## config.mk

```make
export PLATFORM = sky130hd
export DESIGN_NAME = remote_servo_position_controller_unit
export DESIGN_NICKNAME = d
export VERILOG_FILES = /design/src/rtl/rspc_pkg.sv /design/src/rtl/remote_servo_position_controller_unit.sv /design/src/rtl/rspc_cfg.sv /design/src/rtl/rspc_core.sv
export SDC_FILE = /design/constraint.sdc
export NUM_CORES = 1
export LEC_CHECK = 0
export BUFFER_PORTS_ARGS = -buffer_cell sky130_fd_sc_hd__buf_2
export CAP_MARGIN = 5
export CORE_MARGIN = 8
export CORE_UTILIZATION = 55
export DETAILED_ROUTE_END_ITERATION = 7
export HOLD_SLACK_MARGIN = 0.05
export PLACE_DENSITY = 0.74
export RECOVER_POWER = 100
export SYNTH_ARGS = -nofsm -noshare
export SYNTH_HDL_FRONTEND = slang
export SYNTH_SLANG_ARGS = --single-unit
```

## constraint.sdc

```tcl
create_clock -name clk -period 17 [get_ports clk]
set_clock_uncertainty 0.2 [all_clocks]
set_input_delay 0.85 -clock clk [delete_from_list [all_inputs] [get_ports clk]]
set_output_delay 0.85 -clock clk [all_outputs]
set_load 0.05 [all_outputs]
```

## src/rtl/rspc_pkg.sv

```systemverilog
// Types, constants and the angle saturation function of the remote servo position controller.
package rspc_pkg;

    localparam int unsigned MAC_W     = 48;
    localparam int unsigned TIMEOUT_W = 16;
    localparam int unsigned GAIN_W    = 6;
    localparam int unsigned ANGLE_W   = 8;
    localparam int unsigned LEN_W     = 8;
    localparam int unsigned POS_W     = 32;
    localparam int unsigned DELTA_W   = 16;
    localparam int unsigned BTN_W     = 8;
    localparam int unsigned ELAPSED_W = 17;
    localparam int unsigned CFG_IDX_W = 3;
    localparam int unsigned CFG_DAT_W = 48;
    localparam int unsigned SUM_W     = 40;

    localparam logic CMD_PACKET = 1'b0;
    localparam logic CMD_TICK   = 1'b1;

    localparam logic [CFG_IDX_W-1:0] CFG_SENDER_FILTER = 3'd0;
    localparam logic [CFG_IDX_W-1:0] CFG_TIMEOUT_MS    = 3'd1;
    localparam logic [CFG_IDX_W-1:0] CFG_STEP_GAIN     = 3'd2;
    localparam logic [CFG_IDX_W-1:0] CFG_CENTER_ANGLE  = 3'd3;
    localparam logic [CFG_IDX_W-1:0] CFG_MIN_ANGLE     = 3'd4;
    localparam logic [CFG_IDX_W-1:0] CFG_MAX_ANGLE     = 3'd5;

    localparam logic [LEN_W-1:0]     PACKET_LEN     = 8'd16;
    localparam logic [ANGLE_W-1:0]   ANGLE_LIMIT    = 8'd180;
    localparam logic [ANGLE_W-1:0]   PRESET_0       = 8'd0;
    localparam logic [ANGLE_W-1:0]   PRESET_1       = 8'd45;
    localparam logic [ANGLE_W-1:0]   PRESET_2       = 8'd90;
    localparam logic [ANGLE_W-1:0]   PRESET_3       = 8'd135;
    localparam logic [ANGLE_W-1:0]   PRESET_4       = 8'd180;
    localparam int unsigned          CENTER_BIT     = 5;
    localparam logic [ELAPSED_W-1:0] ELAPSED_MAX    = 17'h1FFFF;

    localparam logic [MAC_W-1:0]     RST_SENDER     = '0;
    localparam logic [TIMEOUT_W-1:0] RST_TIMEOUT    = 16'd1500;
    localparam logic [GAIN_W-1:0]    RST_GAIN       = 6'd4;
    localparam logic [ANGLE_W-1:0]   RST_CENTER     = 8'd90;
    localparam logic [ANGLE_W-1:0]   RST_MIN        = 8'd0;
    localparam logic [ANGLE_W-1:0]   RST_MAX        = 8'd180;
    localparam logic [ANGLE_W-1:0]   RST_ANGLE      = 8'd90;

    typedef struct packed {
        logic [MAC_W-1:0]     sender_filter;
        logic [TIMEOUT_W-1:0] timeout_ms;
        logic [GAIN_W-1:0]    step_gain;
        logic [ANGLE_W-1:0]   center_angle;
        logic [ANGLE_W-1:0]   min_angle;
        logic [ANGLE_W-1:0]   max_angle;
    } cfg_t;

    typedef struct packed {
        logic                      cmd;
        logic [MAC_W-1:0]          src_mac;
        logic [LEN_W-1:0]          packet_length;
        logic signed [POS_W-1:0]   encoder_position;
        logic signed [DELTA_W-1:0] encoder_delta;
        logic [BTN_W-1:0]          buttons;
        logic                      encoder_pressed;
    } item_t;

    typedef struct packed {
        logic [ANGLE_W-1:0] angle;
        logic               packet_accepted;
        logic               timed_out;
        logic               link_alive;
    } result_t;

    // Clamp to the lower limit, then the upper limit, then the mechanical limit, then to zero from below.
    function automatic logic [ANGLE_W-1:0] sat_angle(
        input logic signed [SUM_W-1:0] x,
        input logic [ANGLE_W-1:0]      lo,
        input logic [ANGLE_W-1:0]      hi
    );
        logic signed [SUM_W-1:0] v;
        v = x;
        if (v < $signed({{(SUM_W-ANGLE_W){1'b0}}, lo}))
            v = $signed({{(SUM_W-ANGLE_W){1'b0}}, lo});
        if (v > $signed({{(SUM_W-ANGLE_W){1'b0}}, hi}))
            v = $signed({{(SUM_W-ANGLE_W){1'b0}}, hi});
        if (v > $signed({{(SUM_W-ANGLE_W){1'b0}}, ANGLE_LIMIT}))
            v = $signed({{(SUM_W-ANGLE_W){1'b0}}, ANGLE_LIMIT});
        if (v < 0)
            v = '0;
        return v[ANGLE_W-1:0];
    endfunction

endpackage

```

## src/rtl/remote_servo_position_controller_unit.sv

```systemverilog
// Top level of the remote servo position controller: input register, core and result register.
// Unless stalled, the block takes one item per clock, a received packet or a millisecond tick, and returns one
// result item for each. An accepted item lands in the input register; the core updates the servo
// state from it combinationally, and the servo state and the result register are written together
// once the result register is not held by a stalled output, which then presents the result.
// Throughput is one item per cycle while the output is not stalled, set by the combinational
// update of the angle, encoder history and link timer; in_stall rises only when the result
// register is full and stalled. Configuration writes are always taken (cfg_ready is high) and
// should be made while no item is in flight.
module remote_servo_position_controller_unit (
    input  logic                                clk,
    input  logic                                rst_n,
    input  logic                                in_valid,
    output logic                                in_stall,
    input  logic                                cmd,
    input  logic [rspc_pkg::MAC_W-1:0]          src_mac,
    input  logic [rspc_pkg::LEN_W-1:0]          packet_length,
    input  logic signed [rspc_pkg::POS_W-1:0]   encoder_position,
    input  logic signed [rspc_pkg::DELTA_W-1:0] encoder_delta,
    input  logic [rspc_pkg::BTN_W-1:0]          buttons,
    input  logic                                encoder_pressed,
    output logic                                out_valid,
    input  logic                                out_stall,
    output logic [rspc_pkg::ANGLE_W-1:0]        angle,
    output logic                                packet_accepted,
    output logic                                timed_out,
    output logic                                link_alive,
    input  logic                                cfg_valid,
    output logic                                cfg_ready,
    input  logic [rspc_pkg::CFG_IDX_W-1:0]      cfg_index,
    input  logic [rspc_pkg::CFG_DAT_W-1:0]      cfg_data
);
    import rspc_pkg::*;

    cfg_t    cfg;
    item_t   item_reg;
    logic    item_valid_reg;
    result_t core_result;
    result_t result_reg;
    logic    out_valid_reg;
    logic    out_busy;
    logic    advance;
    logic    in_take;

    assign cfg_ready = 1'b1;
    assign out_busy  = out_valid_reg && out_stall;
    assign advance   = item_valid_reg && !out_busy;
    assign in_stall  = item_valid_reg && out_busy;
    assign in_take   = in_valid && !in_stall;

    rspc_cfg u_cfg (
        .clk      (clk),
        .rst_n    (rst_n),
        .wr_en    (cfg_valid && cfg_ready),
        .wr_index (cfg_index),
        .wr_data  (cfg_data),
        .cfg      (cfg)
    );

    rspc_core u_core (
        .clk    (clk),
        .rst_n  (rst_n),
        .step   (advance),
        .item   (item_reg),
        .cfg    (cfg),
        .result (core_result)
    );

    always_ff @(posedge clk or negedge rst_n)
    begin
        if (!rst_n)
        begin
            item_valid_reg <= 1'b0;
            out_valid_reg  <= 1'b0;
        end
        else
        begin
            if (in_take)
                item_valid_reg <= 1'b1;
            else if (advance)
                item_valid_reg <= 1'b0;
            if (advance)
                out_valid_reg <= 1'b1;
            else if (!out_stall)
                out_valid_reg <= 1'b0;
        end
    end

    always_ff @(posedge clk)
    begin
        if (in_take)
        begin
            item_reg.cmd              <= cmd;
            item_reg.src_mac          <= src_mac;
            item_reg.packet_length    <= packet_length;
            item_reg.encoder_position <= encoder_position;
            item_reg.encoder_delta    <= encoder_delta;
            item_reg.buttons          <= buttons;
            item_reg.encoder_pressed  <= encoder_pressed;
        end
        if (advance)
            result_reg <= core_result;
    end

    assign out_valid       = out_valid_reg;
    assign angle           = result_reg.angle;
    assign packet_accepted = result_reg.packet_accepted;
    assign timed_out       = result_reg.timed_out;
    assign link_alive      = result_reg.link_alive;

    // A timeout fires only on ticks, so it never coincides with an accepted packet.
    assert property (@(posedge clk) disable iff (!rst_n)
        out_valid |-> !(timed_out && packet_accepted))
        else $error("timeout and packet acceptance in the same item");

    assert property (@(posedge clk) disable iff (!rst_n)
        out_valid |-> (angle <= ANGLE_LIMIT))
        else $error("servo angle beyond mechanical limit");

    assert property (@(posedge clk) disable iff (!rst_n)
        (out_valid && timed_out) |-> !link_alive)
        else $error("link still alive after timeout");

    // The input side stalls only while a full result register is held.
    assert property (@(posedge clk) disable iff (!rst_n)
        in_stall |-> (out_valid && out_stall && item_valid_reg))
        else $error("input stalled without a held result");

endmodule

```

## src/rtl/rspc_cfg.sv

```systemverilog
// Configuration register file of the remote servo position controller.
module rspc_cfg (
    input  logic                          clk,
    input  logic                          rst_n,
    input  logic                          wr_en,
    input  logic [rspc_pkg::CFG_IDX_W-1:0] wr_index,
    input  logic [rspc_pkg::CFG_DAT_W-1:0] wr_data,
    output rspc_pkg::cfg_t                cfg
);
    import rspc_pkg::*;

    cfg_t cfg_reg;

    always_ff @(posedge clk or negedge rst_n)
    begin
        if (!rst_n)
        begin
            cfg_reg.sender_filter <= RST_SENDER;
            cfg_reg.timeout_ms    <= RST_TIMEOUT;
            cfg_reg.step_gain     <= RST_GAIN;
            cfg_reg.center_angle  <= RST_CENTER;
            cfg_reg.min_angle     <= RST_MIN;
            cfg_reg.max_angle     <= RST_MAX;
        end
        else if (wr_en)
        begin
            unique case (wr_index)
                CFG_SENDER_FILTER: cfg_reg.sender_filter <= wr_data[MAC_W-1:0];
                CFG_TIMEOUT_MS:    cfg_reg.timeout_ms    <= wr_data[TIMEOUT_W-1:0];
                CFG_STEP_GAIN:     cfg_reg.step_gain     <= wr_data[GAIN_W-1:0];
                CFG_CENTER_ANGLE:  cfg_reg.center_angle  <= wr_data[ANGLE_W-1:0];
                CFG_MIN_ANGLE:     cfg_reg.min_angle     <= wr_data[ANGLE_W-1:0];
                CFG_MAX_ANGLE:     cfg_reg.max_angle     <= wr_data[ANGLE_W-1:0];
                default:           ;
            endcase
        end
    end

    assign cfg = cfg_reg;

endmodule

```

## src/rtl/rspc_core.sv

```systemverilog
// Servo state and the combinational update for one packet or tick item.
module rspc_core (
    input  logic              clk,
    input  logic              rst_n,
    input  logic              step,
    input  rspc_pkg::item_t   item,
    input  rspc_pkg::cfg_t    cfg,
    output rspc_pkg::result_t result
);
    import rspc_pkg::*;

    logic [ANGLE_W-1:0]   angle_reg,     angle_next;
    logic                 have_pos_reg,  have_pos_next;
    logic [POS_W-1:0]     last_pos_reg,  last_pos_next;
    logic                 link_up_reg,   link_up_next;
    logic [ELAPSED_W-1:0] elapsed_reg,   elapsed_next;

    logic                     pkt_ok;
    logic signed [POS_W-1:0]  move;
    logic signed [SUM_W-1:0]  product;
    logic signed [SUM_W-1:0]  sum;
    logic [ANGLE_W-1:0]       preset;
    logic [ANGLE_W-1:0]       center_sat;
    logic [ELAPSED_W-1:0]     elapsed_inc;
    logic                     fired;

    assign pkt_ok = (item.cmd == CMD_PACKET) && (item.packet_length == PACKET_LEN)
                    && ((cfg.sender_filter == '0) || (item.src_mac == cfg.sender_filter));

    // Position difference wraps in 32 bits; the first packet uses the reported delta.
    assign move = have_pos_reg
                  ? $signed(item.encoder_position - $signed(last_pos_reg))
                  : $signed({{(POS_W-DELTA_W){item.encoder_delta[DELTA_W-1]}},
                             item.encoder_delta});

    assign product = SUM_W'(move * $signed({1'b0, cfg.step_gain}));
    assign sum     = product + $signed({{(SUM_W-ANGLE_W){1'b0}}, angle_reg});

    assign center_sat = sat_angle($signed({{(SUM_W-ANGLE_W){1'b0}}, cfg.center_angle}),
                                  cfg.min_angle, cfg.max_angle);

    always_comb
    begin
        priority if (item.buttons[0]) preset = PRESET_0;
        else if (item.buttons[1])     preset = PRESET_1;
        else if (item.buttons[2])     preset = PRESET_2;
        else if (item.buttons[3])     preset = PRESET_3;
        else                          preset = PRESET_4;
    end

    assign elapsed_inc = (elapsed_reg < ELAPSED_MAX) ? elapsed_reg + 1'b1 : elapsed_reg;

    always_comb
    begin
        angle_next    = angle_reg;
        have_pos_next = have_pos_reg;
        last_pos_next = last_pos_reg;
        link_up_next  = link_up_reg;
        elapsed_next  = elapsed_reg;
        fired         = 1'b0;
        if (pkt_ok)
        begin
            link_up_next  = 1'b1;
            elapsed_next  = '0;
            have_pos_next = 1'b1;
            last_pos_next = item.encoder_position;
            priority if (item.encoder_pressed || item.buttons[CENTER_BIT])
                angle_next = center_sat;
            else if (item.buttons[4:0] != '0)
                angle_next = sat_angle($signed({{(SUM_W-ANGLE_W){1'b0}}, preset}),
                                       cfg.min_angle, cfg.max_angle);
            else if (move != '0)
                angle_next = sat_angle(sum, cfg.min_angle, cfg.max_angle);
        end
        else if ((item.cmd == CMD_TICK) && link_up_reg)
        begin
            if (elapsed_inc > {1'b0, cfg.timeout_ms})
            begin
                link_up_next = 1'b0;
                elapsed_next = '0;
                angle_next   = center_sat;
                fired        = 1'b1;
            end
            else
            begin
                elapsed_next = elapsed_inc;
            end
        end
    end

    always_ff @(posedge clk or negedge rst_n)
    begin
        if (!rst_n)
        begin
            angle_reg    <= RST_ANGLE;
            have_pos_reg <= 1'b0;
            last_pos_reg <= '0;
            link_up_reg  <= 1'b0;
            elapsed_reg  <= '0;
        end
        else if (step)
        begin
            angle_reg    <= angle_next;
            have_pos_reg <= have_pos_next;
            last_pos_reg <= last_pos_next;
            link_up_reg  <= link_up_next;
            elapsed_reg  <= elapsed_next;
        end
    end

    assign result.angle           = angle_next;
    assign result.packet_accepted = pkt_ok;
    assign result.timed_out       = fired;
    assign result.link_alive      = link_up_next;

endmodule

```

==> impl_metrics.prom <==
# TYPE chip_impl_metric gauge
chip_impl_metric{name="dp_hpwl",unit="mm"} 52.3
chip_impl_metric{name="cts.hold.buffers_added",unit=""} 0
chip_impl_metric{name="final_max_slew_viol_count",unit=""} 404
chip_impl_info{name="slowest_stage",value="sky130_fd_sc_hd__nor3_1"} 1
chip_impl_metric{name="die_w",unit="µm"} 227
chip_impl_metric{name="clock_latency",unit="ns"} 0.60
chip_impl_metric{name="max_clock_freq",unit="MHz"} 66.8
chip_impl_info{name="critical_path.startpoint_type",value="flip-flop"} 1
chip_impl_metric{name="ys_seq_area_share",unit="%"} 31.0
chip_impl_metric{name="grt_antenna_before_repair",unit=""} 5
chip_impl_metric{name="std_cell_rows",unit=""} 77
chip_impl_metric{name="cts-htree-levels",unit=""} 1
chip_impl_metric{name="areaGrowthSynthToFinish",unit="%"} 9.61
chip_impl_metric{name="route.detailed.wl_per_inst",unit="µm"} 19.9
chip_impl_metric{name="syn-num-nets",unit=""} 3083
chip_impl_metric{name="cts-root-to-sink-buffers",unit=""} 3
chip_impl_metric{name="netlist_area",unit="µm²"} 24500
chip_impl_metric{name="number_of_buffers_added_by_the_clock_tree_synthesis_step",unit=""} 31
chip_impl_metric{name="count_of_distinct_cell_types_in_the_synthesized_netlist",unit=""} 101
chip_impl_metric{name="finalHoldViolCount",unit=""} 0
chip_impl_metric{name="detail_route.iter0.violations",unit=""} 1608
chip_impl_metric{name="worst_setup_hold_path_clk_slew",unit="ns"} 0.08
chip_impl_metric{name="avgViaCountPerCell",unit=""} 6.06
chip_impl_info{name="timing.hold.worst.class",value="in2reg"} 1
chip_impl_info{name="run_status",value="finished with violations"} 1
chip_impl_metric{name="cp_max_fo",unit=""} 13
chip_impl_metric{name="drv_cap",unit=""} 7
chip_impl_metric{name="worst-slew-pin-transition",unit="ns"} 5.23
chip_impl_metric{name="final_core_utilization",unit="%"} 60.8
chip_impl_metric{name="clock_sink_count",unit=""} 278
chip_impl_metric{name="groute.usage.overall",unit="%"} 26.2
chip_impl_metric{name="postCtsSetupBuffers",unit=""} 0
chip_impl_metric{name="critPathArrivalTime",unit="ns"} 15.22
chip_impl_metric{name="numPlacedInstances",unit=""} 3306
chip_impl_metric{name="fp.dieArea",unit="µm²"} 51500
chip_impl_metric{name="timing.final.setup_violations",unit=""} 0
chip_impl_metric{name="detail_route.first_pass.iterations",unit=""} 6
chip_impl_metric{name="finalSetupTns",unit="ns"} 0
chip_impl_metric{name="largest_register_ff_count",unit=""} 112
chip_impl_metric{name="drive_gt1_share",unit="%"} 13.5
chip_impl_metric{name="grt_pass1_vias",unit=""} 20600
chip_impl_metric{name="filler_free_cell_count_of_the_finished_design",unit=""} 3366
chip_impl_metric{name="synth-edff-count",unit=""} 123
chip_impl_info{name="crit_path_end_kind",value="flip-flop"} 1
chip_impl_metric{name="cp.required",unit="ns"} 17.26
chip_impl_info{name="timing.critical_path.mode_cell",value="sky130_fd_sc_hd__o21ai_0"} 1
chip_impl_metric{name="post_synth_inst_count",unit=""} 2600
chip_impl_metric{name="worst_r2r_path_depth",unit=""} 48
chip_impl_info{name="rsz0062_at_grt",value="false"} 1
chip_impl_metric{name="ys_seq_elements",unit=""} 278
chip_impl_metric{name="synthArstFlopShare",unit="%"} 55.8
chip_impl_metric{name="drc",unit=""} 0
chip_impl_metric{name="io_buffers",unit=""} 180
chip_impl_metric{name="fin_crit_share",unit="%"} 88.0
chip_impl_metric{name="routed_wl",unit="mm"} 67.0
chip_impl_info{name="failed_checks",value="capacitance limit, slew limit"} 1
chip_impl_metric{name="starting_density",unit="%"} 55.5
chip_impl_metric{name="grt_start_max_net_pins",unit=""} 98
chip_impl_metric{name="detailroute.via_count",unit=""} 20400
chip_impl_metric{name="grt_pass1_wl",unit="mm"} 109
chip_impl_metric{name="design.portCount",unit=""} 184
chip_impl_metric{name="final_nets",unit=""} 3230
chip_impl_info{name="clock-root-buffer",value="sky130_fd_sc_hd__clkbuf_16"} 1
chip_impl_metric{name="ys.warnings.count",unit=""} 0
chip_impl_metric{name="hold-path-cell-count",unit=""} 1
chip_impl_metric{name="post_cts_resize_count",unit=""} 0
chip_impl_metric{name="die_h",unit="µm"} 227
chip_impl_info{name="setup.worst_path.class",value="reg2reg"} 1
chip_impl_metric{name="timing.hold.ws",unit="ns"} 0.222
chip_impl_metric{name="avgSynthCellArea",unit="µm²"} 9.42
chip_impl_metric{name="routabilityCongestion",unit=""} 0.953
chip_impl_metric{name="core_area",unit="µm²"} 44100
chip_impl_metric{name="post-route-min-period",unit="ns"} 14.96
chip_impl_metric{name="grt_remaining_overflow",unit=""} 0
chip_impl_metric{name="crit_path_max_incr_delay",unit="ns"} 0.75
chip_impl_metric{name="slew_hr",unit="%"} -249
chip_impl_info{name="ys_dominant_reg_cell",value="sky130_fd_sc_hd__dfrtp_1"} 1
chip_impl_metric{name="drt.antenna.violating_nets",unit=""} 0
chip_impl_info{name="cts_tree",value="yes"} 1
cell type report:
cell class	count	area, µm²
fillers	3858	17300
multi-input cells	1983	15600
flip-flops and latches	278	7600
repair buffers	199	990
inverters	254	953
clock buffers	43	851
well taps	592	741
clock inverters	15	120
diodes	2	5.00
cell usage after synthesis, drive strengths merged, types with 14 or more instances:
cell	number	area share, %
a31oi	33	0.84
mux2	92	4.2
xor2	21	0.75
a22o	14	0.50
buf	26	0.54
and3	16	0.41
o21a	29	0.89
and2	69	1.8
o211ai	28	0.86
a21o	31	0.95
nor2	138	2.1
nand4	50	1.3
nand2	191	2.9
fa	133	11
mux2i	24	0.98
xnor2	83	3.0
o21ai	175	3.6
nand3	62	1.3
inv	252	3.9
o31ai	20	0.65
dfstp	20	2.1
dfrtp	135	14
or3	14	0.38
ha	180	9.2
nor2b	129	3.3
nor3	50	1.0
a211oi	32	1.1
a21oi	123	2.6
edfxtp	123	15
nor4	35	0.98
nand2b	40	1.0
clkbuf	59	0.90
worst max-delay path, delay by kind of cell, from the launching register on:
kind            cells  cell delay (ns)
fa+ha+maj           8             3.55
compound gates     22             5.15
mux                 2             0.75
buf+inv             4             0.89
simple gates       12             3.91
flops               1             0.39
path summary, 6_finish.rpt:
check	from	endpoint	slack, ns
worst max-delay path	item_reg[34]	angle[4]	2.04
worst min-delay path	buttons[4]	item_reg[5]	0.22
worst max register to register	item_reg[34]	angle[4]	2.04
worst min register to register	item_reg[44]	u_core.last_pos_reg[19]	0.28
max in group asynchronous	rst_n	u_core.last_pos_reg[20]	9.48
min in group asynchronous	rst_n	u_cfg.cfg[78]	1.95
cell usage in the layout (no fill, tap or decap), types with 119 or more instances in the layout:
cell type and instances:
sky130_fd_sc_hd__a21oi_1 119, sky130_fd_sc_hd__buf_2 164, sky130_fd_sc_hd__dfrtp_1 135, sky130_fd_sc_hd__edfxtp_1 123, sky130_fd_sc_hd__fa_1 133, sky130_fd_sc_hd__ha_1 180, sky130_fd_sc_hd__inv_1 252, sky130_fd_sc_hd__nand2_1 189
sky130_fd_sc_hd__nor2_1 138, sky130_fd_sc_hd__nor2b_1 129, sky130_fd_sc_hd__o21ai_0 164
per-stage QoR:
step | area [µm²] | setup slack, ns
finish | 26800 | 2.04
floorplan | 24500 | 4.92
global placement | 25900 | 3.05
CTS | 26900 | 2.79
global route | 26800 | 0.751
detailed placement | 25900 | 2.85
routing by layer:
metal  vias up  wire [µm]  GRT usage (%)
met2       724      32000           43.6
li1       9556          -              -
met1      9958      28100           34.3
met3       153       4420           4.44
met4         8       2420           9.42
met5         -         51              0
cell families after synthesis:
logic type      after synthesis  synth area share [%]
other cells                   1                0.0153
simple gates                849                  18.3
buf+inv                     339                  5.33
compound gates              599                  16.2
mux                         116                  5.21
fa+ha+maj                   313                  20.1
flops                       278                  31.0
xor+xnor                    105                  3.81
Power is not shown: default switching activity piles up to over one toggle a cycle in this logic, so the estimate is an artifact.
